## src/rtl/psc_pkg.sv

```systemverilog
// ---------------------------------------------------------------------------
// psc_pkg
// Types, codes and sizes shared by the stack calculator.
// ---------------------------------------------------------------------------
package psc_pkg;

	localparam int DATA_W          = 32;
	localparam int OP_W            = 3;
	localparam int STAT_W          = 3;
	localparam int DEPTH_OUT_W     = 7;
	localparam int IN_TDATA_W      = 40;
	localparam int OUT_TDATA_W     = 48;
	localparam int DEF_STACK_DEPTH = 64;
	localparam int DEF_QUEUE_DEPTH = 2;

	// token codes
	localparam logic [OP_W-1:0] OP_PUSH = 3'd0;
	localparam logic [OP_W-1:0] OP_ADD  = 3'd1;
	localparam logic [OP_W-1:0] OP_SUB  = 3'd2;
	localparam logic [OP_W-1:0] OP_MUL  = 3'd3;
	localparam logic [OP_W-1:0] OP_DIV  = 3'd4;
	localparam logic [OP_W-1:0] OP_POW  = 3'd5;

	// status codes
	localparam logic [STAT_W-1:0] STAT_OK        = 3'd0;
	localparam logic [STAT_W-1:0] STAT_UNDERFLOW = 3'd1;
	localparam logic [STAT_W-1:0] STAT_OVERFLOW  = 3'd2;
	localparam logic [STAT_W-1:0] STAT_DIVZERO   = 3'd3;
	localparam logic [STAT_W-1:0] STAT_ZERONEG   = 3'd4;

	typedef enum logic [2:0] {
		K_PUSH,
		K_ADD,
		K_SUB,
		K_MUL,
		K_DIV,
		K_POW,
		K_NOP
	} kind_t;

	typedef struct packed {
		kind_t             kind;
		logic [DATA_W-1:0] number;
	} item_t;

	typedef struct packed {
		logic              start;
		logic              pow;
		logic [DATA_W-1:0] a;
		logic [DATA_W-1:0] b;
	} mdu_req_t;

	typedef struct packed {
		logic              done;
		logic [DATA_W-1:0] result;
	} mdu_rsp_t;

endpackage

```

## src/rtl/psc_mdu.sv

```systemverilog
// ---------------------------------------------------------------------------
// psc_mdu
// Shared iterative unit: restoring divide and square-and-multiply power.
// ---------------------------------------------------------------------------
module psc_mdu import psc_pkg::*; (
	input  logic     clk,
	input  logic     arst_n,
	input  mdu_req_t req,
	output mdu_rsp_t rsp
);

	typedef enum logic [2:0] {
		M_IDLE,
		M_DIV,
		M_POW,
		M_FIX,
		M_DONE
	} mstate_t;

	localparam int CNT_W = $clog2(DATA_W);

	mstate_t           state_q;
	logic [DATA_W-1:0] acc_q;   // quotient or running product
	logic [DATA_W-1:0] base_q;  // divisor or squared base
	logic [DATA_W-1:0] rem_q;
	logic [DATA_W-1:0] exp_q;
	logic [CNT_W-1:0]  cnt_q;
	logic              neg_q;

	logic [DATA_W:0]   rem_sh;
	logic [DATA_W:0]   diff;
	logic              na;
	logic              nb;
	logic [DATA_W-1:0] ma;
	logic [DATA_W-1:0] mb;
	logic [DATA_W-1:0] neg_pow;

	assign rem_sh = {rem_q, acc_q[DATA_W-1]};
	assign diff   = rem_sh - {1'b0, base_q};
	assign na     = req.a[DATA_W-1];
	assign nb     = req.b[DATA_W-1];
	assign ma     = na ? (DATA_W'(0) - req.a) : req.a;
	assign mb     = nb ? (DATA_W'(0) - req.b) : req.b;

	// negative exponent: exact result truncated toward zero
	always_comb begin
		priority if (req.a == DATA_W'(1)) begin
			neg_pow = DATA_W'(1);
		end else if (req.a == '1) begin
			neg_pow = req.b[0] ? '1 : DATA_W'(1);
		end else begin
			neg_pow = '0;
		end
	end

	always_ff @(posedge clk or negedge arst_n) begin
		if (!arst_n) begin
			state_q <= M_IDLE;
			acc_q   <= '0;
			base_q  <= '0;
			rem_q   <= '0;
			exp_q   <= '0;
			cnt_q   <= '0;
			neg_q   <= 1'b0;
		end else begin
			unique case (state_q)
				M_IDLE: begin
					if (req.start && req.pow) begin
						if (req.b[DATA_W-1]) begin
							acc_q   <= neg_pow;
							state_q <= M_DONE;
						end else begin
							acc_q   <= DATA_W'(1);
							base_q  <= req.a;
							exp_q   <= req.b;
							state_q <= M_POW;
						end
					end else if (req.start) begin
						acc_q   <= ma;
						base_q  <= mb;
						rem_q   <= '0;
						cnt_q   <= '0;
						neg_q   <= na ^ nb;
						state_q <= M_DIV;
					end
				end
				M_DIV: begin
					if (!diff[DATA_W]) begin
						rem_q <= diff[DATA_W-1:0];
						acc_q <= {acc_q[DATA_W-2:0], 1'b1};
					end else begin
						rem_q <= rem_sh[DATA_W-1:0];
						acc_q <= {acc_q[DATA_W-2:0], 1'b0};
					end
					cnt_q <= cnt_q + CNT_W'(1);
					if (cnt_q == CNT_W'(DATA_W - 1)) begin
						state_q <= M_FIX;
					end
				end
				M_POW: begin
					if (exp_q == '0) begin
						state_q <= M_DONE;
					end else begin
						if (exp_q[0]) begin
							acc_q <= acc_q * base_q;
						end
						base_q <= base_q * base_q;
						exp_q  <= exp_q >> 1;
					end
				end
				M_FIX: begin
					if (neg_q) begin
						acc_q <= DATA_W'(0) - acc_q;
					end
					state_q <= M_DONE;
				end
				M_DONE: begin
					state_q <= M_IDLE;
				end
				default: begin
					state_q <= M_IDLE;
				end
			endcase
		end
	end

	assign rsp.done   = (state_q == M_DONE);
	assign rsp.result = acc_q;

endmodule

```

## config.mk

```make
export PLATFORM = sky130hd
export DESIGN_NAME = psc_mdu
export DESIGN_NICKNAME = d
export VERILOG_FILES = /design/src/rtl/psc_pkg.sv /design/src/rtl/psc_mdu.sv
export SDC_FILE = /design/constraint.sdc
export NUM_CORES = 2
export LEC_CHECK = 0
export BUFFER_PORTS_ARGS = -buffer_cell sky130_fd_sc_hd__buf_2
export CAP_MARGIN = 10
export CORE_ASPECT_RATIO = 0.6
export CORE_UTILIZATION = 45
export DETAILED_ROUTE_END_ITERATION = 10
export SLEW_MARGIN = 20
export SYNTH_ARGS = -nofsm -noshare
export SYNTH_HDL_FRONTEND = slang
export SYNTH_SLANG_ARGS = --single-unit
```

## constraint.sdc

```tcl
create_clock -name clk -period 20.5 [get_ports clk]
set_clock_uncertainty 0.15 [all_clocks]
set_input_delay 4.1 -clock clk [delete_from_list [all_inputs] [get_ports clk]]
set_output_delay 4.1 -clock clk [all_outputs]
set_load 0.005 [all_outputs]
```

==> results_dict.tcl <==
set metrics [dict create \
    cp-end-kind "flip-flop" \
    gr-total-overflow 0 \
    async_flop_share_pct 100 \
    gp_congestion 0.974 \
    post-route-period-util_pct 43.7 \
    tritoncts "done" \
    seq_area_frac_synth_pct 8.64 \
    grt_use_total_pct 32.8 \
    syn_inst 4586 \
    io_pins 101 \
    startpoint_type "flip-flop" \
    dr.first_iter.drc_count 3786 \
    r2r_slack_ns 11.53 \
    drive_gt1_share_pct 5.43 \
    die_y_um 231 \
    grt_max_degree 82 \
    slew_headroom_pct 13.6 \
    synthTopCellsByArea "fa_1 39%, ha_1 9.2%, inv_1 8.7%" \
    setup_viol 0 \
    avgSynthCellArea_um2 8.59 \
    wl_per_cell_um 24.7 \
    die_area_um2 88800 \
    routed_via_density 5.66 \
    grt_pass1_vias 32511 \
    yosysTopAreaCellShare_pct 39.4 \
    period_minus_slack_ns 8.97 \
    most-common-layout-cells "913 x inv_1, 776 x fa_1, 511 x nand2_1" \
    synth-seq-cells 136 \
    hpwl_mm 109 \
    synth_top_area_cell "fa_1" \
    cp.arrival_ns 9.16 \
    status "completed" \
    cts_setup_buffers 0 \
    syn_nets 5720 \
    critPathRequiredTime_ns 20.69 \
    grt_pass1_wl_mm 214 \
    r2r_cells 24 \
    critPathMaxFanout 37 \
    clock-sinks 136 \
    initial_utilization_pct 45.8 \
    h-tree-depth 4 \
    cts_hold_buf 0 \
    port_buffers 100 \
    clockBufferDepth 2 \
    postCtsResizedCells 0 \
    clock-root-buffer "clkbuf_16" \
    worst-setup-path-type "flip-flop to flip-flop" \
    worstHoldStart "acc_q[2]" \
    finalHoldViolCount 0 \
    layout_commonest_cell "inv_1" \
    antenna_found_initial 6 \
    drt-total-wl_mm 141 \
    numCtsBuffers 17 \
    nNetsFinal 5675 \
    setup_tns_ns 0 \
    drv_slew 0 \
    synth-main-ff-cell "dfrtp_1" \
    drc 0 \
    ant_nets 0 \
    rows 83 \
    yosysWarningCount 0 \
    path_clk_slew_ns 0.07 \
    synth-edff-count 0 \
    areaGrowthSynthToFinish_pct 5.95 \
    rsz0062_at_grt "false" \
    hp-class "flip-flop to flip-flop" \
    cap_violations 0 \
    synth_cell_types 76 \
    die_x_um 384 \
    holdPathEnd "acc_q[2]" \
    post_synth_instance_area_um2 39400 \
    holdPathStages 2 \
    clock_latency_ns 0.49 \
    dr.pass1.iters 6 \
    regToRegEndpoint "base_q[31]" \
    r2r_start "base_q[6]" \
    vias 32263 \
    worst_pin_slew_ns 1.28 \
    coreArea_um2 86100 \
    max_freq_mhz 112 \
]
==> synth_stat cells, types with 13 or more instances <==
cell type	count
xnor2_1	124
nor2b_1	13
a22oi_1	13
or3_1	15
o21ai_0	123
nand2b_1	19
mux2i_1	44
a21oi_1	152
buf_1	15
nor2_1	342
a211oi_1	60
inv_1	914
nor4_1	16
nand3_1	28
fa_1	776
nand4_1	20
o211ai_1	13
and2_1	229
o31ai_1	24
nand2_1	513
a21o_1	30
clkinv_1	18
clkbuf_1	223
o41ai_1	15
a31oi_1	16
xor2_1	101
o21ai_1	89
ha_1	290
nor3_1	42
dfrtp_1	136
==> flip-flops by register name, summed over array words and instances (netlist names) <==
register  count
acc_q        32
base_q       32
cnt_q         5
exp_q        31
neg_q         1
rem_q        32
state_q       3
==> logic make-up after synthesis <==
| logic type | Yosys count | synth area share [%] |
|---|---|---|
| compound gates | 647 | 10.3 |
| simple gates | 1291 | 15.0 |
| buf+inv | 1176 | 11.2 |
| flops | 136 | 8.64 |
| mux | 45 | 1.15 |
| fa+ha+maj | 1066 | 48.6 |
| xor+xnor | 225 | 5.00 |
==> how the worst max path moves through the flow <==
stage,slack [ns],cells after the start,start,end
after global placement,11.87,24,base_q[6],base_q[29]
after CTS,11.70,24,base_q[6],base_q[29]
after floorplan,12.91,27,base_q[4],base_q[29]
final,11.53,24,base_q[6],base_q[31]
after global routing,11.21,23,base_q[6],base_q[30]
after detailed placement,11.73,24,base_q[6],base_q[29]
==> cell type report <==
cell class	count	area, µm²
Inverter	934	3510
Fill cell	8311	44300
Timing Repair Buffer	178	1110
Tap cell	1147	1440
Multi-Input combinational cell	3274	31600
Clock buffer	19	443
Clock inverter	11	195
Sequential cell	136	3400
Antenna cell	1	2.50
==> layer usage <==
metal	global-route usage, %	wire length (µm)	vias up
met5	0	27	-
met4	6.31	2700	4
met2	40.3	50000	2005
li1	-	-	14073
met1	50.9	64800	16005
met3	15.2	23100	176
==> stage by stage <==
| step | area (µm²) | utilization [%] | worst slack [ns] | hold WS [ns] | std cells |
|---|---|---|---|---|---|
| floorplan | 39400 | - | 12.91 | 0.318 | 4586 |
| global route | 41700 | 48.5 | 11.21 | 0.371 | 5699 |
| global placement | 41100 | 47.7 | 11.87 | 0.323 | 5668 |
| detailed placement | 41100 | 47.7 | 11.73 | 0.329 | 5668 |
| finish | 41700 | 48.5 | 11.53 | 0.342 | 5700 |
| CTS | 41700 | 48.4 | 11.70 | 0.344 | 5698 |
==> critical path, stage by stage (launching register included) <==
cell and delay, ns:
dfrtp_1 0.32, buf_4 0.50, clkinv_1 0.56, buf_4 0.39, nor2_1 0.29, fa_1 0.50
fa_1 0.52, fa_1 0.55, inv_1 0.06, fa_1 0.48, inv_1 0.06, fa_1 0.48
fa_1 0.59, fa_1 0.46, fa_1 0.47, ha_1 0.36, a21o_1 0.18, a21oi_1 0.14
o21ai_0 0.10, a41oi_1 0.34, o21ai_1 0.18, a221oi_1 0.64, o21ai_1 0.18, xnor2_1 0.20
o21ai_0 0.10
Power is not shown: default switching activity piles up to over one toggle a cycle in this logic, so the estimate is an artifact.
