[src/rtl/psc_pkg.sv]
// ---------------------------------------------------------------------------
// psc_pkg
// Types, codes and sizes shared by the stack calculator.
// ---------------------------------------------------------------------------
package psc_pkg;

	localparam int DATA_W          = 32;
	localparam int OP_W            = 3;
	localparam int STAT_W          = 3;
	localparam int DEPTH_OUT_W     = 7;
	localparam int IN_TDATA_W      = 40;
	localparam int OUT_TDATA_W     = 48;
	localparam int DEF_STACK_DEPTH = 64;
	localparam int DEF_QUEUE_DEPTH = 2;

	// token codes
	localparam logic [OP_W-1:0] OP_PUSH = 3'd0;
	localparam logic [OP_W-1:0] OP_ADD  = 3'd1;
	localparam logic [OP_W-1:0] OP_SUB  = 3'd2;
	localparam logic [OP_W-1:0] OP_MUL  = 3'd3;
	localparam logic [OP_W-1:0] OP_DIV  = 3'd4;
	localparam logic [OP_W-1:0] OP_POW  = 3'd5;

	// status codes
	localparam logic [STAT_W-1:0] STAT_OK        = 3'd0;
	localparam logic [STAT_W-1:0] STAT_UNDERFLOW = 3'd1;
	localparam logic [STAT_W-1:0] STAT_OVERFLOW  = 3'd2;
	localparam logic [STAT_W-1:0] STAT_DIVZERO   = 3'd3;
	localparam logic [STAT_W-1:0] STAT_ZERONEG   = 3'd4;

	typedef enum logic [2:0] {
		K_PUSH,
		K_ADD,
		K_SUB,
		K_MUL,
		K_DIV,
		K_POW,
		K_NOP
	} kind_t;

	typedef struct packed {
		kind_t             kind;
		logic [DATA_W-1:0] number;
	} item_t;

	typedef struct packed {
		logic              start;
		logic              pow;
		logic [DATA_W-1:0] a;
		logic [DATA_W-1:0] b;
	} mdu_req_t;

	typedef struct packed {
		logic              done;
		logic [DATA_W-1:0] result;
	} mdu_rsp_t;

endpackage

[src/rtl/psc_front.sv]
// ---------------------------------------------------------------------------
// psc_front
// Input stage: takes tokens, decodes the kind and registers the item.
// ---------------------------------------------------------------------------
module psc_front import psc_pkg::*; (
	input  logic                  clk,
	input  logic                  arst_n,
	input  logic                  s_axis_tvalid,
	output logic                  s_axis_tready,
	input  logic [IN_TDATA_W-1:0] s_axis_tdata,
	output logic                  item_valid,
	input  logic                  item_ready,
	output item_t                 item
);

	logic              vld_s1;
	item_t             item_s1;
	kind_t             kind;
	logic [OP_W-1:0]   op;

	assign op = s_axis_tdata[OP_W-1:0];

	always_comb begin
		unique case (op)
			OP_PUSH: kind = K_PUSH;
			OP_ADD:  kind = K_ADD;
			OP_SUB:  kind = K_SUB;
			OP_MUL:  kind = K_MUL;
			OP_DIV:  kind = K_DIV;
			OP_POW:  kind = K_POW;
			default: kind = K_NOP;
		endcase
	end

	assign s_axis_tready = !vld_s1 || item_ready;

	always_ff @(posedge clk or negedge arst_n) begin
		if (!arst_n) begin
			vld_s1 <= 1'b0;
		end else if (s_axis_tready) begin
			vld_s1 <= s_axis_tvalid;
		end
	end

	always_ff @(posedge clk) begin
		if (s_axis_tready && s_axis_tvalid) begin
			item_s1.kind   <= kind;
			item_s1.number <= s_axis_tdata[OP_W +: DATA_W];
		end
	end

	assign item_valid = vld_s1;
	assign item       = item_s1;

endmodule

[config.mk]
export PLATFORM = sky130hd
export DESIGN_NAME = psc_front
export DESIGN_NICKNAME = d
export VERILOG_FILES = /design/src/rtl/psc_pkg.sv /design/src/rtl/psc_front.sv
export SDC_FILE = /design/constraint.sdc
export NUM_CORES = 1
export LEC_CHECK = 0
export ABC_AREA = 1
export BUFFER_PORTS_ARGS = -buffer_cell sky130_fd_sc_hd__buf_2
export CAP_MARGIN = 20
export CELL_PAD_IN_SITES_DETAIL_PLACEMENT = 0
export CELL_PAD_IN_SITES_GLOBAL_PLACEMENT = 1
export CORE_MARGIN = 3
export CORE_UTILIZATION = 25
export DETAILED_ROUTE_END_ITERATION = 7
export PLACE_DENSITY_LB_ADDON = 0.12
export SLEW_MARGIN = 20
export SYNTH_ARGS = -nofsm -noshare
export SYNTH_HDL_FRONTEND = slang
export SYNTH_SLANG_ARGS = --single-unit
[constraint.sdc]
create_clock -name clk -period 3 [get_ports clk]
set_clock_uncertainty 0.1 [all_clocks]
set_input_delay 0.15 -clock clk [delete_from_list [all_inputs] [get_ports clk]]
set_output_delay 0.15 -clock clk [all_outputs]
set_load 0.01 [all_outputs]
==> impl_table.tex <==
\begin{tabular}{lr}
\hline
Metric & Value \\
\hline
\multicolumn{2}{l}{\textbf{Clocking}} \\
TritonCTS clock tree & done \\
Clock sinks & 36 \\
Clock tree root buffer cell & sky130\_fd\_sc\_hd\_\_clkbuf\_8 \\
Insertion delay of the later-clocked pin in the worst-skew pair & 0.28 ns \\
CTS max path bufs & 2 \\
CTS buffer count & 5 \\
Htree depth & 2 \\
Clock Pin Slew Worst Setup and Hold Paths & 0.06 ns \\
\multicolumn{2}{l}{\textbf{Layout}} \\
Number of nets at the end of the flow & 204 \\
\# fillers & 395 \\
Number of antenna diodes & 0 \\
Layout Area Growth over Synthesis & 79.17\% \\
Fraction of layout cells with a size suffix above 1 & 50.93\% \\
\multicolumn{2}{l}{\textbf{STA}} \\
Final min period & 1.740 ns \\
Number of failing setup endpoints in the final timing report & 0 \\
Setup TNS after final layout & 0 ns \\
Period utilisation layout & 58.02\% \\
Setup repair after global routing missed its margin & no \\
Final number of hold-violating endpoints & 0 \\
Max-slew headroom & 56.58\% \\
Slew Limit Fails & 0 \\
Highest clock frequency the design can meet & 574.6 MHz \\
Final hold slack & 0.02073 ns \\
Measured slew at the worst slew-check pin & 0.6498 ns \\
\multicolumn{2}{l}{\textbf{Synth}} \\
Number of different library cells in the post-synthesis netlist & 7 \\
Area fraction of the dominant cell type after synthesis & 94.59\% \\
Synthesized-area fraction occupied by ao, oa, aoi and oai cells & 1.126\% \\
Async S/R FF share, synth & 2.778\% \\
Leading area contributor after synthesis & sky130\_fd\_sc\_hd\_\_edfxtp\_1 \\
Mean area per synthesized cell & 25.25 sq um \\
Share of synthesized cell area in and, or, nand and nor gates & 0.6757\% \\
Largest family of logic cells by synthesized area & buffers and inverters \\
Mux share of post-synthesis cell area & 0\% \\
Share of synthesized cell area in full adder, half adder and majority cells & 0\% \\
Most common library cells after synthesis & 35 x sky130\_fd\_sc\_hd\_\_edfxtp\_1, 2 x sky130\_fd\_sc\_hd\_\_clkbuf\_1, 2 x sky130\_fd\_sc\_hd\_\_inv\_1, 2 x sky130\_fd\_sc\_hd\_\_nand2\_1 \\
Share of the synthesized netlist area taken by xor and xnor gates & 0\% \\
Synth Register Bits & 36 \\
Synth area leaders & sky130\_fd\_sc\_hd\_\_edfxtp\_1 95\%, sky130\_fd\_sc\_hd\_\_dfrtp\_1 2.3\%, sky130\_fd\_sc\_hd\_\_a21boi\_1 0.68\%, sky130\_fd\_sc\_hd\_\_clkbuf\_1 0.68\%, sky130\_fd\_sc\_hd\_\_inv\_1 0.68\% \\
Post-synthesis instance area & 1111 sq um \\
Yosys warns & 0 \\
Synth Instances & 44 \\
Dominant cell by count in the synthesized netlist & sky130\_fd\_sc\_hd\_\_edfxtp\_1 \\
Share of the yosys chip area belonging to registers & 96.85\% \\
Number of enable flip-flop cells after synthesis & 35 \\
Most used flip-flop cell after synthesis & sky130\_fd\_sc\_hd\_\_edfxtp\_1 \\
Post-Syn Nets & 88 \\
\multicolumn{2}{l}{\textbf{Setup path}} \\
R2R Path End & item[28] \\
Number of cells on the worst reg-to-reg path & 2 \\
Data required time at the worst endpoint & 2.87 ns \\
Crit Path Max Fanout & 21 \\
Highest cell delay on the worst timing path & 0.56 ns \\
Cell Chain, Critical Path & a21oi\_4 -> buf\_4 \\
Crit. path cell count & 2 \\
Internal reg-to-reg setup slack & 1.26 ns \\
Crit Path Class & reg -> reg \\
Slowest stage cell on the critical path & sky130\_fd\_sc\_hd\_\_a21oi\_4 \\
R2R Path Start & item\_valid \\
Arrival time reported for the critical path endpoint & 1.61 ns \\
Buffers \& Inverters on Critical Path & 1 \\
CP startpoint kind & flip-flop \\
Family with the most delay on the worst path & compound AO/OA/AOI/OAI gates \\
Critical Path Sink Type & flip-flop \\
\multicolumn{2}{l}{\textbf{Detailed routing}} \\
Vias after detailed routing & 809 \\
Wire length the detailed router placed on met1 & 916 um \\
Met3 routed wirelength & 269 um \\
Drt via density & 3.834 \\
Post-detailed-route wirelength per cell & 12.56 um \\
Top sig layer & met4 \\
First-pass DRT Iterations & 4 \\
DRT Wirelength & 2.651 mm \\
DRC violation count after routing & 0 \\
Detailed Route Iter0 Violations & 36 \\
Antenna violation net count after detailed routing & 0 \\
Met2 layer wire length in the routed design & 1.438 mm \\
\multicolumn{2}{l}{\textbf{Place}} \\
Count of buffers from port buffering & 75 \\
Final weighted congestion in routability-driven placement & 0.6218 \\
\multicolumn{2}{l}{\textbf{GRT}} \\
Largest net degree at the start of global routing & 22 \\
Initial antenna violation count & 0 \\
First-pass GRT wire length & 4.098 mm \\
GRT Overall Usage & 10.64\% \\
Number of global-route vias before repair & 855 \\
Total global routing overflow & 0 \\
\multicolumn{2}{l}{\textbf{Pwr}} \\
Cell leakage power & 0.8518 nW \\
Final total power & 1.023 mW \\
Peak supply drop & 0.0002097 V \\
Power Dens Cells & 514.1 nW/um\^{}2 \\
\multicolumn{2}{l}{\textbf{Die}} \\
Number of rows in the core area & 23 \\
Die Y & 72.67 um \\
Effective utilization at floorplan & 26.81\% \\
Die Area & 5280 sq um \\
Floorplan Core Area & 4144 sq um \\
Horizontal die dimension & 72.67 um \\
Number of top-level pins & 81 \\
\multicolumn{2}{l}{\textbf{Worst hold path}} \\
Worst hold path cell count & 3 \\
Worst min-delay path class & in -> reg \\
Min-Delay Startpoint & s\_axis\_tvalid \\
Worst Hold End & item\_valid \\
\multicolumn{2}{l}{\textbf{Run}} \\
Max\_cap viols & 0 \\
\multicolumn{2}{l}{\textbf{Run status}} \\
Run status & finished, final reports clean \\
\hline
\end{tabular}
[metrics by stage]
step,worst slack [ns],std cells,utilization (%),instance area (sq um)
2_1_floorplan,0.2792,44,-,1111
3_3_place_gp,1.278,168,37.65,1560
3_5_place_dp,1.213,168,37.65,1560
4_1_cts,1.203,211,48.04,1991
5_1_grt,1.138,211,48.04,1991
6_report,1.260,211,48.04,1991
[cell usage in the layout, fill, tap and decap left out]
cell type                       netlist  routed
sky130_fd_sc_hd__buf_2                0      75
sky130_fd_sc_hd__clkinv_1             0       1
sky130_fd_sc_hd__buf_4                0       1
sky130_fd_sc_hd__clkbuf_1             2       2
sky130_fd_sc_hd__a21oi_4              0       1
sky130_fd_sc_hd__a21boi_1             1       1
sky130_fd_sc_hd__nand2_1              2       2
sky130_fd_sc_hd__clkbuf_8             0       5
sky130_fd_sc_hd__dfrtp_1              1       1
sky130_fd_sc_hd__edfxtp_1            35      35
sky130_fd_sc_hd__inv_1                2       2
sky130_fd_sc_hd__dlygate4sd3_1        0      35
[layout make-up]
type / count / area [sq um] / share of cell area (%)
Timing Repair Buffer: 111 / 733.2 / 36.83
Clock buffer: 7 / 76.32 / 3.834
Tap cell: 50 / 62.56 / 3.143
Sequential cell: 36 / 1076 / 54.05
Inverter: 2 / 7.507 / 0.3771
Multi-Input combinational cell: 4 / 31.28 / 1.571
Clock inverter: 1 / 3.754 / 0.1886
[sequential cells by signal, summed over array words and instances (netlist names)]
register / flops
item: 35
item_valid: 1
[cells by family (layout without fill, tap and decap cells)]
kind of cell | count (synthesis) | after routing
AND/OR/NAND/NOR | 2 | 2
flip-flops | 36 | 36
buffers and inverters | 4 | 121
AO/OA/AOI/OAI | 2 | 2
[worst max-delay path by stage]
stage	endpoint	start	slack, ns
2_1_floorplan	item[0]	item_valid	0.28
3_3_place_gp	item[14]	item_valid	1.28
3_5_place_dp	item[27]	item_valid	1.21
4_1_cts	item[0]	item_valid	1.20
5_1_grt	item[11]	item_valid	1.14
6_report	item[28]	item_valid	1.26
[power breakdown]
part	internal, mW	switching [mW]	leakage [nW]
Clock	0.161	0.152	0.0399
Combinational	0.0671	0.0509	0.468
Sequential	0.585	0.00637	0.344
Total	0.814	0.210	0.852
[worst register-to-register path: stages, from the launching register on]
cell,delay (ns)
sky130_fd_sc_hd__dfrtp_1,0.42
sky130_fd_sc_hd__a21oi_4,0.56
sky130_fd_sc_hd__buf_4,0.36
[routing by layer]
layer  vias to the layer above  track usage [%]
met1                       362            10.47
met3                         3            4.959
met4                         0            3.689
met5                         -                0
met2                        46            19.44
li1                        398                -
[what timing repair did]
item,CTS,global route
endpoints found under the hold margin,35,0
resized for setup,0,0
hold buffers,35,0
setup endpoints to repair,0,0
setup buffers,0,0
Note: power is estimated with default switching activity, not from simulation.
