## config.mk

```make
export PLATFORM = sky130hd
export DESIGN_NAME = psc_back
export DESIGN_NICKNAME = d
export VERILOG_FILES = /design/src/rtl/psc_pkg.sv /design/src/rtl/psc_ram.sv /design/src/rtl/psc_back.sv
export SDC_FILE = /design/constraint.sdc
export NUM_CORES = 2
export LEC_CHECK = 0
export BUFFER_PORTS_ARGS = -buffer_cell sky130_fd_sc_hd__clkbuf_2
export CAP_MARGIN = 20
export CORE_MARGIN = 3
export CORE_UTILIZATION = 55
export DETAILED_ROUTE_END_ITERATION = 7
export HOLD_SLACK_MARGIN = 0.12
export PLACE_DENSITY = 0.71
export SLEW_MARGIN = 5
export SYNTH_ARGS = -nofsm -noshare
export SYNTH_HDL_FRONTEND = slang
export SYNTH_SLANG_ARGS = --single-unit
export TNS_END_PERCENT = 5
```

## constraint.sdc

```tcl
create_clock -name clk -period 11.2 [get_ports clk]
set_input_delay 1.68 -clock clk [delete_from_list [all_inputs] [get_ports clk]]
set_output_delay 1.68 -clock clk [all_outputs]
set_load 0.01 [all_outputs]
```

## src/rtl/psc_pkg.sv

```systemverilog
// ---------------------------------------------------------------------------
// psc_pkg
// Types, codes and sizes shared by the stack calculator.
// ---------------------------------------------------------------------------
package psc_pkg;

	localparam int DATA_W          = 32;
	localparam int OP_W            = 3;
	localparam int STAT_W          = 3;
	localparam int DEPTH_OUT_W     = 7;
	localparam int IN_TDATA_W      = 40;
	localparam int OUT_TDATA_W     = 48;
	localparam int DEF_STACK_DEPTH = 64;
	localparam int DEF_QUEUE_DEPTH = 2;

	// token codes
	localparam logic [OP_W-1:0] OP_PUSH = 3'd0;
	localparam logic [OP_W-1:0] OP_ADD  = 3'd1;
	localparam logic [OP_W-1:0] OP_SUB  = 3'd2;
	localparam logic [OP_W-1:0] OP_MUL  = 3'd3;
	localparam logic [OP_W-1:0] OP_DIV  = 3'd4;
	localparam logic [OP_W-1:0] OP_POW  = 3'd5;

	// status codes
	localparam logic [STAT_W-1:0] STAT_OK        = 3'd0;
	localparam logic [STAT_W-1:0] STAT_UNDERFLOW = 3'd1;
	localparam logic [STAT_W-1:0] STAT_OVERFLOW  = 3'd2;
	localparam logic [STAT_W-1:0] STAT_DIVZERO   = 3'd3;
	localparam logic [STAT_W-1:0] STAT_ZERONEG   = 3'd4;

	typedef enum logic [2:0] {
		K_PUSH,
		K_ADD,
		K_SUB,
		K_MUL,
		K_DIV,
		K_POW,
		K_NOP
	} kind_t;

	typedef struct packed {
		kind_t             kind;
		logic [DATA_W-1:0] number;
	} item_t;

	typedef struct packed {
		logic              start;
		logic              pow;
		logic [DATA_W-1:0] a;
		logic [DATA_W-1:0] b;
	} mdu_req_t;

	typedef struct packed {
		logic              done;
		logic [DATA_W-1:0] result;
	} mdu_rsp_t;

endpackage

```

## src/rtl/psc_ram.sv

```systemverilog
// ---------------------------------------------------------------------------
// psc_ram
// Generic single-write, single-read RAM with registered read data.
// ---------------------------------------------------------------------------
module psc_ram #(
	parameter int WIDTH = 32,
	parameter int DEPTH = 64
) (
	input  logic                     clk,
	input  logic                     we,
	input  logic [$clog2(DEPTH)-1:0] waddr,
	input  logic [WIDTH-1:0]         wdata,
	input  logic [$clog2(DEPTH)-1:0] raddr,
	output logic [WIDTH-1:0]         rdata
);

	logic [WIDTH-1:0] mem_q [DEPTH];

	always_ff @(posedge clk) begin
		if (we) begin
			mem_q[waddr] <= wdata;
		end
		rdata <= mem_q[raddr];
	end

endmodule

```

## src/rtl/psc_back.sv

```systemverilog
// ---------------------------------------------------------------------------
// psc_back
// Executes items against the stack and registers one result per item.
// ---------------------------------------------------------------------------
module psc_back import psc_pkg::*; #(
	parameter int STACK_DEPTH = DEF_STACK_DEPTH
) (
	input  logic                   clk,
	input  logic                   arst_n,
	input  logic                   item_valid,
	output logic                   item_pop,
	input  item_t                  item,
	output mdu_req_t               mdu_req,
	input  mdu_rsp_t               mdu_rsp,
	output logic                   m_axis_tvalid,
	input  logic                   m_axis_tready,
	output logic [OUT_TDATA_W-1:0] m_axis_tdata
);

	localparam int SP_W = $clog2(STACK_DEPTH + 1);
	localparam int AW   = $clog2(STACK_DEPTH);

	typedef enum logic [2:0] {
		B_IDLE,
		B_READ,
		B_EXEC,
		B_WAIT,
		B_COMMIT,
		B_RESULT
	} bstate_t;

	bstate_t                  state_q;
	logic [SP_W-1:0]          sp_q;
	logic [DATA_W-1:0]        top_q;  // top entry lives here, the rest in RAM
	item_t                    item_q;
	logic [DATA_W-1:0]        a_q;
	logic [DATA_W-1:0]        res_q;
	logic [STAT_W-1:0]        stat_q;
	logic                     out_vld_q;
	logic [OUT_TDATA_W-1:0]   out_q;

	logic                     full;
	logic                     short;
	logic                     ram_we;
	logic [DATA_W-1:0]        ram_rdata;
	logic                     div_zero;
	logic                     zero_neg;
	logic [DATA_W-1:0]        top_out;
	logic                     out_load;

	assign full     = (sp_q == SP_W'(STACK_DEPTH));
	assign short    = (sp_q < SP_W'(2));
	assign item_pop = (state_q == B_IDLE) && item_valid;
	assign ram_we   = item_pop && (item.kind == K_PUSH) && !full && (sp_q != '0);
	assign div_zero = (top_q == '0);
	assign zero_neg = (a_q == '0) && top_q[DATA_W-1];
	assign top_out  = (sp_q == '0) ? '0 : top_q;
	assign out_load = (state_q == B_RESULT) && (!out_vld_q || m_axis_tready);

	psc_ram #(
		.WIDTH(DATA_W),
		.DEPTH(STACK_DEPTH)
	) u_stack (
		.clk  (clk),
		.we   (ram_we),
		.waddr(AW'(sp_q - SP_W'(1))),
		.wdata(top_q),
		.raddr(AW'(sp_q - SP_W'(2))),
		.rdata(ram_rdata)
	);

	assign mdu_req.start = (state_q == B_EXEC) &&
		(((item_q.kind == K_DIV) && !div_zero) || ((item_q.kind == K_POW) && !zero_neg));
	assign mdu_req.pow   = (item_q.kind == K_POW);
	assign mdu_req.a     = a_q;
	assign mdu_req.b     = top_q;

	always_ff @(posedge clk or negedge arst_n) begin
		if (!arst_n) begin
			state_q   <= B_IDLE;
			sp_q      <= '0;
			top_q     <= '0;
			item_q    <= '0;
			a_q       <= '0;
			res_q     <= '0;
			stat_q    <= STAT_OK;
			out_vld_q <= 1'b0;
			out_q     <= '0;
		end else begin
			if (out_load) begin
				out_vld_q <= 1'b1;
				out_q     <= {{(OUT_TDATA_W - DATA_W - DEPTH_OUT_W - STAT_W){1'b0}},
					stat_q, DEPTH_OUT_W'(sp_q), top_out};
			end else if (m_axis_tready) begin
				out_vld_q <= 1'b0;
			end
			unique case (state_q)
				B_IDLE: begin
					if (item_valid) begin
						item_q <= item;
						unique case (item.kind)
							K_PUSH: begin
								if (full) begin
									stat_q <= STAT_OVERFLOW;
								end else begin
									stat_q <= STAT_OK;
									top_q  <= item.number;
									sp_q   <= sp_q + SP_W'(1);
								end
								state_q <= B_RESULT;
							end
							K_NOP: begin
								stat_q  <= STAT_OK;
								state_q <= B_RESULT;
							end
							default: begin
								if (short) begin
									stat_q  <= STAT_UNDERFLOW;
									state_q <= B_RESULT;
								end else begin
									stat_q  <= STAT_OK;
									state_q <= B_READ;
								end
							end
						endcase
					end
				end
				B_READ: begin
					a_q     <= ram_rdata;
					state_q <= B_EXEC;
				end
				B_EXEC: begin
					unique case (item_q.kind)
						K_ADD: begin
							res_q   <= a_q + top_q;
							state_q <= B_COMMIT;
						end
						K_SUB: begin
							res_q   <= a_q - top_q;
							state_q <= B_COMMIT;
						end
						K_MUL: begin
							res_q   <= a_q * top_q;
							state_q <= B_COMMIT;
						end
						K_DIV: begin
							if (div_zero) begin
								stat_q  <= STAT_DIVZERO;
								state_q <= B_RESULT;
							end else begin
								state_q <= B_WAIT;
							end
						end
						K_POW: begin
							if (zero_neg) begin
								stat_q  <= STAT_ZERONEG;
								state_q <= B_RESULT;
							end else begin
								state_q <= B_WAIT;
							end
						end
						default: begin
							state_q <= B_RESULT;
						end
					endcase
				end
				B_WAIT: begin
					if (mdu_rsp.done) begin
						res_q   <= mdu_rsp.result;
						state_q <= B_COMMIT;
					end
				end
				B_COMMIT: begin
					top_q   <= res_q;
					sp_q    <= sp_q - SP_W'(1);
					state_q <= B_RESULT;
				end
				B_RESULT: begin
					if (out_load) begin
						state_q <= B_IDLE;
					end
				end
				default: begin
					state_q <= B_IDLE;
				end
			endcase
		end
	end

	assign m_axis_tvalid = out_vld_q;
	assign m_axis_tdata  = out_q;

endmodule

```

==> impl_results.md <==
- Main synth FF type: edfxtp_1
- Setup TNS: 0 ns
- TritonRoute pass-1 iters: 7
- Final WL: around 290000 microns
- Reg-to-reg startpoint: top_q[6]
- Warnings from Yosys: 0
- Cell area after synthesis: 103000 sq um
- Post-DR wirelength/cell: between 30 and 40 microns
- Fin util: 0.619
- Vias in the first global route: 57500
- Worst Tran Pin Value: between 1 and 1.5 ns
- Buffer levels on the longest clock path: 3
- Required time of the critical path: approximately 12 ns
- Hold EP: a_q[15]
- Initial antenna violation count: 18
- Ranking of synthesized cells by area: edfxtp_1 (60%), mux4_2 (14%), fa_1 (7.9%)
- Detailed-route DRC error count: 0
- RSZ-0062 raised after global routing: false
- Crit path kind: register to register
- Hold Startpoint: u_stack.rdata[15]
- Pin count of the biggest net entering global routing: 110
- Final Cycle Share: 0.726
- Fill cells: about 13000
- Critical Path Fanout Max: 69
- Final Hold Fails: 0
- RR Endpoint: res_q[31]
- Root buf cell: clkbuf_16
- Min-Delay Path Class: register to register
- Crit-path cells: buf_4, and2_1, fa_1, fa_1, fa_1, inv_1, fa_1, inv_1, fa_1, inv_1, fa_1, inv_1, fa_1, fa_1, ha_1, and3_1, a31oi_1, nand2_1, a31oi_1, nor2_1, o41ai_1, xnor2_1, nand2_1, a31oi_1
- Detailed-route via count: ~56000
- Slowest CP cell: buf_4
- Post-synth EDFFs: a little over 2000
- Vias per cell: 6.47
- Synth Instances: 5762
- FF-to-FF path depth: 24
- Clock Latency Late Sink: between 0.8 and 0.9 ns
- TritonCTS Buffers: 213
- Crit path launch type: register
- Arr. time, crit path: just under 9 ns
- Post-DP HPWL: 165000 microns
- Synth area leader: edfxtp_1
- Sequential share of the synthesized area: 0.639
- Share of layout cells above drive strength 1: 0.240
- PostCTS Resize Cnt: 0
- CP Capture Type: register
- Dpl ws: about 3.2 ns
- Rows: 158
- PortBufs: ~180
- Mean cell area of the mapped netlist: roughly 18 sq um
- First-pass GRT wire length: 413000 microns
- Final GP Congestion: 0.894
- Final Setup Violations: 0
- Total GRT Usage: 0.302
- Core box area: 186000 sq um
- Status: finished, final reports clean
- Grt total ovfl: 0
- Die Wd: roughly 440 microns
- Max-cap viol count: 0
- Hold-fix buffers, CTS: 0
- Worst hold path cell count: 1
- Starting Density: 0.555
- Share of the synthesized area in the top cell type: 0.595
- Post-route ant nets: 0
- Die ar.: 193000 sq um
- Hold slack: 0.467 ns
- Most common cell on crit path: fa_1
- Register bit total from synthesis: 2235
- CP max stage delay: 0.69 ns
- Commonest cells post-synth: edfxtp_1 (2048), mux4_2 (663), fa_1 (409), inv_1 (391), nand2_1 (342)
- Worst reg2reg setup slack: about 3.1 ns
- Clk_skew: 0.0507 ns
- H-tree levels: 4
- Synth async-reset ratio: 0.0694
- Area Growth Syn to Fin: 11.4%
- CTS tree: done
- Setup ws final: between 3 and 4 ns
- # IOs: roughly 190
- Post-layout min period: just over 8 ns
- First-iteration detailed-routing DRC count: approximately 7300
- Headroom to the max-slew limit: 0.246
- Unique masters post-synth: between 70 and 80
- CTS Sinks: between 2000 and 2500
- Peak Freq: approximately 120 MHz
- Setup bufs post-CTS: 0
- Clock-pin slew on the worst setup and hold paths: approximately 0.07 ns
- Most frequent cell after synthesis: edfxtp_1
- Die height: 439 microns
- Fin. max-slew vios: 0
- Nets: ~6600
[per-layer routing]
layer | global-route usage | wire [microns]
met5 | 0 | 13
met4 | 0.114 | 12100
met3 | 0.0608 | 29300
met2 | 0.484 | 139000
met1 | 0.416 | 106000
[layout by cell type, fill, tap and decap left out, types with 34 or more instances in the layout]
cell type and n:
edfxtp_1 2048, dfrtp_1 121, clkbuf_1 39, mux2i_1 37
clkbuf_2 180, ha_1 161, mux2_2 40, xor2_1 47
nor2_1 86, nand2_1 342, clkbuf_16 216, inv_1 391
xnor2_1 104, and2_1 311, a21oi_1 89, clkinv_2 38
clkinv_1 57, fa_1 409, buf_4 165, nor3_1 34
o21ai_0 110, nor2_4 66, mux4_2 663
[worst max-delay path, delay by kind of cell, from the launching register on]
family,cells,cell delay [ns]
flip-flops,1,0.65
XOR/XNOR,1,0.16
adder cells (fa/ha/maj),9,4.26
AND/OR/NAND/NOR,5,0.84
AO/OA/AOI/OAI,4,1.18
buffers and inverters,5,0.91
[flip-flops by register name (all words and copies together), names as in the netlist]
signal	count
u_stack.mem_q	2048
m_axis_tdata	42
a_q	32
res_q	32
top_q	32
u_stack.rdata	32
sp_q	7
item_q	3
stat_q	3
state_q	3
m_axis_tvalid	1
[cells by family after synthesis]
logic type,share of synthesized area
muxes,0.153
buffers and inverters,0.0268
other,0.0000363
DFF,0.639
adders and majority gates,0.0989
and+or+nand+nor,0.0471
xor gates and xnor gates,0.0133
AOI/OAI and AO/OA,0.0221
[stage by stage]
| step | instance area, sq um | instances |
|---|---|---|
| 6_report | 115000 | 8682 |
| 5_1_grt | 115000 | 8674 |
| 4_1_cts | 115000 | 8671 |
| 3_5_place_dp | 108000 | 8268 |
| 3_3_place_gp | 108000 | 8267 |
| 2_1_floorplan | 103000 | 5767 |
[how the worst max path moves through the flow]
stage                  start        end  slack, ns  cells past startpoint
CTS                 top_q[6]  res_q[31]       3.17                     24
finish              top_q[6]  res_q[31]       3.07                     24
global placement    top_q[6]  res_q[31]       3.23                     24
detailed placement  top_q[6]  res_q[31]       3.25                     24
floorplan           top_q[6]  res_q[30]       3.48                     26
global route        top_q[6]  res_q[31]       2.72                     24
[area by class of cell]
class                           instances  area, sq um  share of cell area
Tap cell                             2480         3100              0.0270
Clock inverter                        144         1380              0.0120
Sequential cell                      2235        66100               0.574
Antenna cell                            9         22.5            0.000196
Timing Repair Buffer                  352         2290              0.0199
Multi-Input combinational cell       2812        35100               0.305
Clock buffer                          259         5610              0.0487
Inverter                              391         1470              0.0128
Power is not shown: default switching activity piles up to over one toggle a cycle in this logic, so the estimate is an artifact.
