[src/rtl/psc_pkg.sv]
// ---------------------------------------------------------------------------
// psc_pkg
// Types, codes and sizes shared by the stack calculator.
// ---------------------------------------------------------------------------
package psc_pkg;

	localparam int DATA_W          = 32;
	localparam int OP_W            = 3;
	localparam int STAT_W          = 3;
	localparam int DEPTH_OUT_W     = 7;
	localparam int IN_TDATA_W      = 40;
	localparam int OUT_TDATA_W     = 48;
	localparam int DEF_STACK_DEPTH = 64;
	localparam int DEF_QUEUE_DEPTH = 2;

	// token codes
	localparam logic [OP_W-1:0] OP_PUSH = 3'd0;
	localparam logic [OP_W-1:0] OP_ADD  = 3'd1;
	localparam logic [OP_W-1:0] OP_SUB  = 3'd2;
	localparam logic [OP_W-1:0] OP_MUL  = 3'd3;
	localparam logic [OP_W-1:0] OP_DIV  = 3'd4;
	localparam logic [OP_W-1:0] OP_POW  = 3'd5;

	// status codes
	localparam logic [STAT_W-1:0] STAT_OK        = 3'd0;
	localparam logic [STAT_W-1:0] STAT_UNDERFLOW = 3'd1;
	localparam logic [STAT_W-1:0] STAT_OVERFLOW  = 3'd2;
	localparam logic [STAT_W-1:0] STAT_DIVZERO   = 3'd3;
	localparam logic [STAT_W-1:0] STAT_ZERONEG   = 3'd4;

	typedef enum logic [2:0] {
		K_PUSH,
		K_ADD,
		K_SUB,
		K_MUL,
		K_DIV,
		K_POW,
		K_NOP
	} kind_t;

	typedef struct packed {
		kind_t             kind;
		logic [DATA_W-1:0] number;
	} item_t;

	typedef struct packed {
		logic              start;
		logic              pow;
		logic [DATA_W-1:0] a;
		logic [DATA_W-1:0] b;
	} mdu_req_t;

	typedef struct packed {
		logic              done;
		logic [DATA_W-1:0] result;
	} mdu_rsp_t;

endpackage

[src/rtl/psc_queue.sv]
// ---------------------------------------------------------------------------
// psc_queue
// Small FIFO of decoded items between front and back.
// ---------------------------------------------------------------------------
module psc_queue import psc_pkg::*; #(
	parameter int DEPTH = DEF_QUEUE_DEPTH
) (
	input  logic  clk,
	input  logic  arst_n,
	input  logic  push_valid,
	output logic  push_ready,
	input  item_t push_item,
	output logic  pop_valid,
	input  logic  pop,
	output item_t pop_item
);

	localparam int PW = (DEPTH > 1) ? $clog2(DEPTH) : 1;
	localparam int CW = $clog2(DEPTH + 1);

	item_t         slot_q [DEPTH];
	logic [PW-1:0] wr_q;
	logic [PW-1:0] rd_q;
	logic [CW-1:0] count_q;
	logic          do_push;
	logic          do_pop;

	assign push_ready = (count_q != CW'(DEPTH));
	assign pop_valid  = (count_q != '0);
	assign pop_item   = slot_q[rd_q];
	assign do_push    = push_valid && push_ready;
	assign do_pop     = pop && pop_valid;

	always_ff @(posedge clk or negedge arst_n) begin
		if (!arst_n) begin
			wr_q    <= '0;
			rd_q    <= '0;
			count_q <= '0;
		end else begin
			if (do_push) begin
				wr_q <= (wr_q == PW'(DEPTH - 1)) ? '0 : wr_q + PW'(1);
			end
			if (do_pop) begin
				rd_q <= (rd_q == PW'(DEPTH - 1)) ? '0 : rd_q + PW'(1);
			end
			if (do_push && !do_pop) begin
				count_q <= count_q + CW'(1);
			end else if (do_pop && !do_push) begin
				count_q <= count_q - CW'(1);
			end
		end
	end

	always_ff @(posedge clk) begin
		if (do_push) begin
			slot_q[wr_q] <= push_item;
		end
	end

endmodule

[config.mk]
export PLATFORM = sky130hd
export DESIGN_NAME = psc_queue
export DESIGN_NICKNAME = d
export VERILOG_FILES = /design/src/rtl/psc_pkg.sv /design/src/rtl/psc_queue.sv
export SDC_FILE = /design/constraint.sdc
export NUM_CORES = 1
export LEC_CHECK = 0
export BUFFER_PORTS_ARGS = -buffer_cell sky130_fd_sc_hd__buf_2
export CAP_MARGIN = 15
export CORE_ASPECT_RATIO = 1.5
export CORE_MARGIN = 8
export CORE_UTILIZATION = 52
export CTS_CLUSTER_DIAMETER = 30
export CTS_CLUSTER_SIZE = 24
export DETAILED_ROUTE_END_ITERATION = 6
export PLACE_DENSITY = 0.75
export SLEW_MARGIN = 20
export SYNTH_ARGS = -nofsm -noshare
export SYNTH_HDL_FRONTEND = slang
export SYNTH_SLANG_ARGS = --single-unit
export TNS_END_PERCENT = 30
[constraint.sdc]
create_clock -name clk -period 3.2 [get_ports clk]
set_input_delay 0.16 -clock clk [delete_from_list [all_inputs] [get_ports clk]]
set_output_delay 0.16 -clock clk [all_outputs]
set_load 0.01 [all_outputs]
==> flow_metrics.env, run 1 <==
export IMPL_status="finished, final reports clean"
export IMPL_leakagePower_uw=0.00141
export IMPL_cts_sinks=74
export IMPL_gr_total_overflow=0
export IMPL_setup_violations=0
export IMPL_grt_pass1_wl_um=7580
export IMPL_critical_path_top_delay_family="flip-flops"
export IMPL_cts_root_buf="clkbuf_8"
export IMPL_synth_cells=127
export IMPL_yosys_cell_types_count=15
export IMPL_layout_common_cells="buf_2 (75), edfxtp_1 (70), mux2_4 (29)"
export IMPL_fin_setup_tns_ns=0
export IMPL_nFillCells=417
export IMPL_critPathBufInv=1
export IMPL_critPathKind="flop to output pin"
export IMPL_multiInputGateArea_sq_um=602
export IMPL_via_count=1381
export IMPL_r2r_start="count_q[0]$_DFFE_PN0P_"
export IMPL_r2r_setup_slack_ns=1.28
export IMPL_cts_tree="yes"
export IMPL_drt_wirelength_per_cell_um=16.9
export IMPL_clock_path_buffers=2
export IMPL_ys_ff_latch=74
export IMPL_synth_area_leader_cell="edfxtp_1"
export IMPL_gp_congestion=0.699
export IMPL_grtUsageTotal=0.118
export IMPL_cp_depth=2
export IMPL_fin_area_sq_mm=0.00349
export IMPL_ant_nets=0
export IMPL_min_period_over_period=0.663
export IMPL_ir_drop_mv=0.866
export IMPL_yosys_warnings=0
export IMPL_synth_nets=167
export IMPL_syn_cell_area_sq_mm=0.00287
export IMPL_firstDrtPassIters=4
export IMPL_seqCellArea_sq_mm=0.00220
export IMPL_tightestPinTransition_ns=1.06
export IMPL_post_place_ws_ns=1.28
export IMPL_cp_slowest_stage_delay_ns=1.07
export IMPL_fin_ws_ns=1.08
export IMPL_ios=76
export IMPL_routed_wl_um=4820
export IMPL_start_kind="flop"
export IMPL_mostFrequentLayoutCell="buf_2"
export IMPL_path_max_fanout=36
export IMPL_hold_viol=0
export IMPL_io_buffers=75
export IMPL_cts_buffers_inserted=9
export IMPL_max_freq_mhz=471
export IMPL_clock_latency_ns=0.32
export IMPL_crit_end="pop_item[15]"
export IMPL_htreeDepth=3
export IMPL_cp_data_arrival_time_ns=1.96
export IMPL_min_path_type="input port to flop"
export IMPL_die_w_um=76.7
export IMPL_synth_area_per_cell_sq_um=22.6
export IMPL_antenna_found_initial=0
export IMPL_grt_max_degree=37
export IMPL_n_antenna_cell=0
export IMPL_period_needed_ns=2.12
export IMPL_fp_dieH_um=107
export IMPL_holdPathStages=1
export IMPL_power_density_mw_per_mm2=914
export IMPL_utilization=0.645
export IMPL_ys_top_cells_by_area="edfxtp_1 (73%), mux2_4 (15%), dfrtp_1 (3.5%)"
export IMPL_final_layout_size_suffix_gt1_frac=0.591
export IMPL_cp_required_ns=3.04
export IMPL_viasPerCell=4.85
export IMPL_max_slew_margin=0.296
export IMPL_rr_endpoint="slot_q[0][20]$_DFFE_PP_"
export IMPL_path_cells="mux2_2 -> buf_2"
export IMPL_die_area_sq_mm=0.00820
export IMPL_cts_clk_slew_worst_paths_ns=0.07
export IMPL_end_kind="output pin"
export IMPL_crit_path_start="rd_q$_DFFE_PN0P_"
export IMPL_post_cts_setup_buffers=0
export IMPL_core_sq_mm=0.00541
export IMPL_synth_top_cell_area_share=0.732
export IMPL_nets=250
export IMPL_std_cell_rows=33
export IMPL_placed_area_sq_mm=0.00327
export IMPL_place_hpwl_um=3420
export IMPL_crit_slowest_cell="dfrtp_2"
export IMPL_areaGrowthSynthToFinish_pct=21.6
export IMPL_rsz0062_at_grt="no"
export IMPL_fin_worst_skew_ns=0.00489
export IMPL_maxCapViolCount=0
export IMPL_ys_seq_area_frac=0.767
export IMPL_grt_pass1_vias=1618
export IMPL_worstRegToRegCells=3
export IMPL_slew_viol_final=0
export IMPL_drc=0
export IMPL_drtIter0Drc=110
export IMPL_start_util=0.531
==> power by group <==
group	internal (uW)	leakage, uW	switching, uW
clock network	434	0.000104	302
logic	527	0.000610	411
registers	1330	0.000696	186
total	2290	0.00141	899
==> cell usage after synthesis, drive strengths merged <==
master,count
xnor2,3
dfrtp,4
mux2,35
nand2b,1
inv,1
edfxtp,70
ha,1
nand2,2
nor2,2
buf,4
and3,1
xor2,2
or2,1
==> sequential cells by signal (all words and copies together), names as in the netlist <==
name	count
slot_q	70
count_q	2
rd_q	1
wr_q	1
==> cell type report <==
| type | count | area share |
|---|---|---|
| tap | 70 | 0.0251 |
| timing repair buffer | 76 | 0.110 |
| clock buffer | 10 | 0.0366 |
| inverter | 1 | 0.00108 |
| sequential | 74 | 0.631 |
| clock inverter | 6 | 0.0233 |
| multi-input combinational | 48 | 0.172 |
==> routing by layer <==
metal,vias up,part of all wire,global-route usage
li1,657,-,-
met1,672,0.37,0.116
met2,48,0.56,0.212
met3,4,0.066,0.0503
met4,0,0.010,0.0470
met5,-,0,0
==> kinds of logic (layout without fill, tap and decap cells) <==
logic type    after synthesis  count (layout)  synth area share
flops                      74              74             0.767
fa+ha+maj                   1               1           0.00436
buf+inv                     5              93            0.0262
mux                        35              35             0.175
xor+xnor                    5               5            0.0153
simple gates                7               7            0.0118
==> how the worst min path moves through the flow <==
stage	from	end
finish	push_item[29]	slot_q[1][29]$_DFFE_PP_
global route	push_item[29]	slot_q[1][29]$_DFFE_PP_
CTS	push_item[29]	slot_q[1][29]$_DFFE_PP_
detailed placement	arst_n	count_q[1]$_DFFE_PN0P_
global placement	arst_n	count_q[0]$_DFFE_PN0P_
floorplan	arst_n	count_q[0]$_DFFE_PN0P_
==> timing repair <==
| action | 4_1_cts | 5_1_grt |
|---|---|---|
| gates resized for setup | 0 | 0 |
| hold endpoints to repair | 4 | 0 |
| hold buffers | 1 | 0 |
==> metrics by stage <==
step,std cells,power [uW],hold slack (ns)
after floorplan,127,2220,-0.136
after global placement,268,2450,-0.0337
after detailed placement,268,2500,-0.0284
after CTS,285,3230,0.00760
after global routing,285,3350,0.00468
final,285,3190,0.0243
==> worst reg2reg max path: cells and delay by family, from the launching register on <==
family        cells  cell delay (ns)
simple gates      3             1.10
flops             1             0.42
Note: power is estimated with default switching activity, not from simulation.
==> run 2: changes to the inputs <==
Settings changed: ABC_AREA set to 1, CORE_UTILIZATION 52 to 51, PLACE_DENSITY 0.75 to 0.74.
Clock period 3.2 ns to 2 ns, I/O delays scaled along.
==> flow_metrics.env, run 2 <==
export IMPL_critPathBufInv=2
export IMPL_cts_tree="yes"
export IMPL_largest_register_ffs=70
export IMPL_antenna_found_initial=1
export IMPL_status="finished, final reports clean"
export IMPL_switching_share=0.356
export IMPL_cts_buffers_inserted=9
export IMPL_yosys_cell_types_count=16
export IMPL_synth_area_leader_cell="edfxtp_1"
export IMPL_min_path_type="input port to flop"
export IMPL_clock_latency_ns=0.33
export IMPL_synth_cells=211
export IMPL_pwr_share_seq=0.451
export IMPL_cts_root_buf="clkbuf_8"
export IMPL_place_hpwl_um=3530
export IMPL_period_needed_ns=1.53
export IMPL_cts_sinks=74
export IMPL_die_area_sq_mm=0.00824
export IMPL_ys_top_cells_by_area="edfxtp_1 (74%), nand2_1 (14%), dfrtp_1 (3.5%)"
export IMPL_std_cell_rows=33
export IMPL_synth_top_cell_area_share=0.743
export IMPL_clockPowerShare=0.193
export IMPL_critPathKind="flop to output pin"
export IMPL_p_int_uw=3210
export IMPL_final_layout_size_suffix_gt1_frac=0.335
export IMPL_start_kind="flop"
export IMPL_drt_wirelength_per_cell_um=14.1
export IMPL_synth_top_family_by_area="simple AND/OR/NAND/NOR gates"
export IMPL_layout_common_cells="nand2_1 (102), buf_2 (75), edfxtp_1 (70)"
export IMPL_fin_worst_skew_ns=0.00642
export IMPL_syn_cell_area_sq_mm=0.00283
export IMPL_end_kind="output pin"
export IMPL_gr_total_overflow=0
export IMPL_cp_data_arrival_time_ns=1.43
export IMPL_drc=0
export IMPL_fp_dieH_um=107
export IMPL_areaGrowthSynthToFinish_pct=34.6
export IMPL_path_max_fanout=21
export IMPL_ir_drop_mv=0.793
export IMPL_synth_compound_area_frac=0
export IMPL_drtIter0Drc=107
export IMPL_pwr_share_comb=0.356
export IMPL_max_slew_margin=0.789
export IMPL_largest_register="slot_q"
export IMPL_min_period_over_period=0.767
export IMPL_ys_ff_latch=74
export IMPL_grt_pass1_vias=1992
export IMPL_r2r_start="count_q[0]$_DFFE_PN0P_"
export IMPL_viasPerCell=4.57
export IMPL_routed_wl_um=5740
export IMPL_seqCellArea_sq_mm=0.00220
export IMPL_maxCapViolCount=0
export IMPL_crit_slowest_cell="dfrtp_1"
export IMPL_tightestPinTransition_ns=0.317
export IMPL_cp_required_ns=1.90
export IMPL_via_count=1863
export IMPL_hold_viol=0
export IMPL_yosys_warnings=0
export IMPL_multiInputGateArea_sq_um=533
export IMPL_synth_most_common_cell="nand2_1"
export IMPL_crit_top_cell="nand2_1"
export IMPL_layout_cells_non_filler=408
export IMPL_die_w_um=76.8
export IMPL_synth_area_per_cell_sq_um=13.4
export IMPL_power_density_mw_per_mm2=1310
export IMPL_synth_xor_area_frac=0.00619
export IMPL_cts_clk_slew_worst_paths_ns=0.07
export IMPL_reg_largest_list="slot_q: 70 flops, count_q: 2 flops"
export IMPL_path_cells="buf_4 -> nand2_1 -> nand2_1 -> buf_2"
export IMPL_core_sq_mm=0.00541
export IMPL_critical_path_top_delay_family="flip-flops"
export IMPL_whs_ns=0.0324
export IMPL_grt_pass1_wl_um=8870
export IMPL_ys_seq_area_frac=0.778
export IMPL_synth_adder_area_share=0.00442
export IMPL_ant_nets=0
export IMPL_rsz0062_at_grt="no"
export IMPL_nets=372
export IMPL_p_switching_uw=1770
export IMPL_power_uw=4980
export IMPL_io_buffers=75
export IMPL_slew_viol_final=0
export IMPL_grtUsageTotal=0.141
export IMPL_synthFlopType="edfxtp_1"
export IMPL_synth_edf_count=70
export IMPL_setup_violations=0
export IMPL_gp_congestion=0.713
export IMPL_htreeDepth=3
export IMPL_yosys_area_share_simple=0.172
export IMPL_clock_path_buffers=2
export IMPL_cp_slowest_stage_delay_ns=0.49
export IMPL_crit_path_start="rd_q$_DFFE_PN0P_"
export IMPL_grt_max_degree=37
export IMPL_synth_commonest_cells="nand2_1 (102), edfxtp_1 (70), nand2_2 (13)"
export IMPL_ios=76
export IMPL_ys_async_sr_fraction=0.0541
export IMPL_hp_start="pop"
export IMPL_start_util=0.523
export IMPL_mostFrequentLayoutCell="nand2_1"
export IMPL_synth_nets=251
export IMPL_firstDrtPassIters=4
export IMPL_dp_cells=355
export IMPL_max_freq_mhz=651
export IMPL_synthMuxAreaShare=0
export IMPL_leakagePower_uw=0.00166
export IMPL_nFillCells=389
==> run 2: metrics by stage <==
stage	setup slack (ns)	setup TNS, ns	area, sq um	utilization
2_1_floorplan	-0.513	-35.89	2830	-
3_3_place_gp	0.608	0	3280	0.606
3_5_place_dp	0.555	0	3280	0.606
4_1_cts	0.435	0	3810	0.704
5_1_grt	0.361	0	3810	0.704
6_report	0.465	0	3810	0.704
==> run 2: kinds of logic (layout without fill, tap and decap cells) <==
| group | after synthesis | in the layout |
|---|---|---|
| other | 0 | 1 |
| DFF | 74 | 74 |
| buffers and inverters | 14 | 140 |
| xor gates and xnor gates | 2 | 2 |
| adders and majority gates | 1 | 1 |
| and+or+nand+nor | 120 | 120 |
==> run 2: final cells by class <==
| cell class | count | share of cell area |
|---|---|---|
| clock inverters | 7 | 0.0122 |
| clock buffers | 9 | 0.0325 |
| repair buffers | 117 | 0.205 |
| diodes | 1 | 0.000657 |
| multi-input cells | 123 | 0.140 |
| well taps | 70 | 0.0230 |
| inverters | 7 | 0.00887 |
| flip-flops and latches | 74 | 0.578 |
==> run 2: repair_timing <==
action | CTS | global route
hold buffers | 36 | 0
resized for setup | 0 | 0
buffers inserted | 0 | 0
endpoints found under the hold margin | 74 | 0
==> run 2: metal layers <==
metal,global-route usage,wire length (um),share of wire,up-vias
met5,0,0,0,-
met4,0.0884,146,0.025,0
met3,0.0494,354,0.062,11
met2,0.269,3220,0.56,57
met1,0.119,2020,0.35,850
li1,-,-,-,945
==> run 2: worst paths after layout <==
check	to	slack, ns	depth (start not counted)
max	pop_item[16]	0.47	4
min	rd_q$_DFFE_PN0P_	0.03	3
max reg2reg	count_q[1]$_DFFE_PN0P_	0.55	9
min reg2reg	count_q[1]$_DFFE_PN0P_	0.52	2
max in group asynchronous	wr_q$_DFFE_PN0P_	1.78	2
min in group asynchronous	rd_q$_DFFE_PN0P_	0.10	2
==> run 2: power by group through the flow <==
| stage | logic [uW] | clock network, uW | registers (uW) |
|---|---|---|---|
| floorplan | 1170 | 0 | 2250 |
| CTS | 1810 | 993 | 2240 |
| global route | 1970 | 1040 | 2280 |
| detailed placement | 1750 | 0 | 2280 |
| finish | 1780 | 961 | 2250 |
| global placement | 1710 | 0 | 2260 |
==> run 2: worst register-to-register path: cells and delay by family (launching register included) <==
family	cells	cell delay (ns)
flops	1	0.41
simple gates	5	0.38
buf+inv	3	0.25
fa+ha+maj	1	0.33
==> run 3: changes to the inputs <==
Clock period 2 ns to 1.59 ns, I/O delays scaled along.
==> flow_metrics.env, run 3 (same netlist as run 2, synthesis figures left out) <==
export IMPL_io_buffers=75
export IMPL_htreeDepth=3
export IMPL_fin_worst_skew_ns=0.00470
export IMPL_fin_area_sq_mm=0.00390
export IMPL_crit_path_start="rd_q$_DFFE_PN0P_"
export IMPL_via_count=1889
export IMPL_path_max_fanout=16
export IMPL_nFillCells=375
export IMPL_fin_setup_tns_ns=0
export IMPL_routed_wl_um=5570
export IMPL_drtIter0Drc=95
export IMPL_end_kind="output pin"
export IMPL_core_sq_mm=0.00541
export IMPL_worstRegToRegCells=9
export IMPL_mostFrequentLayoutCell="nand2_1"
export IMPL_rsz0062_at_grt="no"
export IMPL_hold_viol=0
export IMPL_gr_total_overflow=0
export IMPL_max_freq_mhz=690
export IMPL_grt_pass1_vias=2012
export IMPL_ir_drop_mv=1.03
export IMPL_reg_largest_list="slot_q: 70 flops, count_q: 2 flops"
export IMPL_layout_common_cells="nand2_1 (102), buf_2 (75), edfxtp_1 (70)"
export IMPL_cts_buffers_inserted=9
export IMPL_critical_path_top_delay_family="flip-flops"
export IMPL_die_w_um=76.8
export IMPL_largest_register_ffs=70
export IMPL_slew_viol_final=0
export IMPL_cts_tree="yes"
export IMPL_antenna_found_initial=1
export IMPL_cp_depth=4
export IMPL_placed_area_sq_mm=0.00333
export IMPL_drt_wirelength_per_cell_um=13.6
export IMPL_cts_root_buf="clkbuf_8"
export IMPL_crit_end="pop_item[15]"
export IMPL_leakagePower_uw=0.00170
export IMPL_gp_congestion=0.821
export IMPL_drc=0
export IMPL_post_cts_setup_buffers=0
export IMPL_path_cells="buf_4 -> nand2_1 -> nand2_1 -> buf_2"
export IMPL_clock_path_buffers=2
export IMPL_status="finished, final reports clean"
export IMPL_die_area_sq_mm=0.00824
export IMPL_maxCapViolCount=0
export IMPL_tightestPinTransition_ns=0.266
export IMPL_cp_data_arrival_time_ns=1.37
export IMPL_grtUsageTotal=0.144
export IMPL_place_hpwl_um=3720
export IMPL_cp_required_ns=1.51
export IMPL_period_needed_ns=1.45
export IMPL_nets=374
export IMPL_viasPerCell=4.61
export IMPL_largest_register="slot_q"
export IMPL_cts_sinks=74
export IMPL_r2r_start="count_q[0]$_DFFE_PN0P_"
export IMPL_min_path_type="input port to async pin"
export IMPL_cp_slowest_stage_delay_ns=0.48
export IMPL_utilization=0.720
export IMPL_r2r_setup_slack_ns=0.14
export IMPL_grt_pass1_wl_um=9100
export IMPL_ant_nets=0
export IMPL_ios=76
export IMPL_grt_max_degree=37
export IMPL_power_uw=6510
export IMPL_critPathKind="flop to output pin"
export IMPL_final_layout_size_suffix_gt1_frac=0.330
export IMPL_firstDrtPassIters=4
export IMPL_start_kind="flop"
export IMPL_min_period_over_period=0.912
export IMPL_power_density_mw_per_mm2=1670
export IMPL_cts_clk_slew_worst_paths_ns=0.07
export IMPL_areaGrowthSynthToFinish_pct=37.7
export IMPL_std_cell_rows=33
export IMPL_crit_slowest_cell="dfrtp_1"
export IMPL_clock_latency_ns=0.33
export IMPL_crit_top_cell="nand2_1"
export IMPL_start_util=0.523
export IMPL_fp_dieH_um=107
export IMPL_max_slew_margin=0.822
export IMPL_setup_violations=0
export IMPL_rr_endpoint="count_q[1]$_DFFE_PN0P_"
export IMPL_critPathBufInv=2
[run 3: cell count changes in the layout (fill, tap and decap cells not counted), sizes merged]
cell,change
buf,+1
clkinvlp,-2
dlygate4sd3,+1
clkinv,+1
bufinv,+1
[run 3: worst register-to-register path, delay by kind of cell, from the launching register on]
family / cells / cell delay [ns]
buffers and inverters: 3 / 0.24
AND/OR/NAND/NOR: 5 / 0.37
adder cells (fa/ha/maj): 1 / 0.32
flip-flops: 1 / 0.42
[run 3: repair_timing]
action | CTS | global route
hold buffers | 37 | 0
endpoints found under the setup margin | 0 | 1
hold endpoints to repair | 75 | 0
resized for setup | 0 | 1
[run 3: per-layer routing]
layer / track usage / wire, um
met1: 0.135 / 1940
met2: 0.256 / 3160
met3: 0.0436 / 330
met4: 0.110 / 146
met5: 0 / 0
[run 3: worst min-delay path by stage]
stage                                   to  depth (start not counted)  slack [ns]  startpoint
global route        count_q[0]$_DFFE_PN0P_                          2        0.07      arst_n
detailed placement  count_q[0]$_DFFE_PN0P_                          1       -0.11      arst_n
global placement    count_q[1]$_DFFE_PN0P_                          1       -0.11      arst_n
CTS                 count_q[0]$_DFFE_PN0P_                          2        0.06      arst_n
floorplan           count_q[0]$_DFFE_PN0P_                          0       -0.22      arst_n
finish              count_q[0]$_DFFE_PN0P_                          2        0.07      arst_n
[run 3: power by group]
part / internal [uW] / switching, uW / total (uW) / leakage [uW]
logic: 915 / 1450 / 2360 / 0.000905
clock network: 705 / 614 / 1320 / 0.0000955
registers: 2670 / 158 / 2820 / 0.000699
total: 4290 / 2220 / 6510 / 0.00170
[run 3: through the flow]
stage	setup slack [ns]	hold slack (ns)	std cells
6_report	0.140	0.0735	410
2_1_floorplan	-0.348	-0.216	211
4_1_cts	0.0993	0.0576	409
5_1_grt	0.0114	0.0723	410
3_5_place_dp	0.137	-0.108	356
3_3_place_gp	0.201	-0.110	356
[run 3: cell type report]
| cell class | instances | area, sq um | area share |
|---|---|---|---|
| inverters | 7 | 33.8 | 0.00867 |
| diodes | 1 | 2.50 | 0.000642 |
| multi-input cells | 123 | 538 | 0.138 |
| clock inverters | 7 | 60.1 | 0.0154 |
| well taps | 70 | 87.6 | 0.0225 |
| repair buffers | 119 | 848 | 0.218 |
| flip-flops and latches | 74 | 2200 | 0.565 |
| clock buffers | 9 | 124 | 0.0318 |
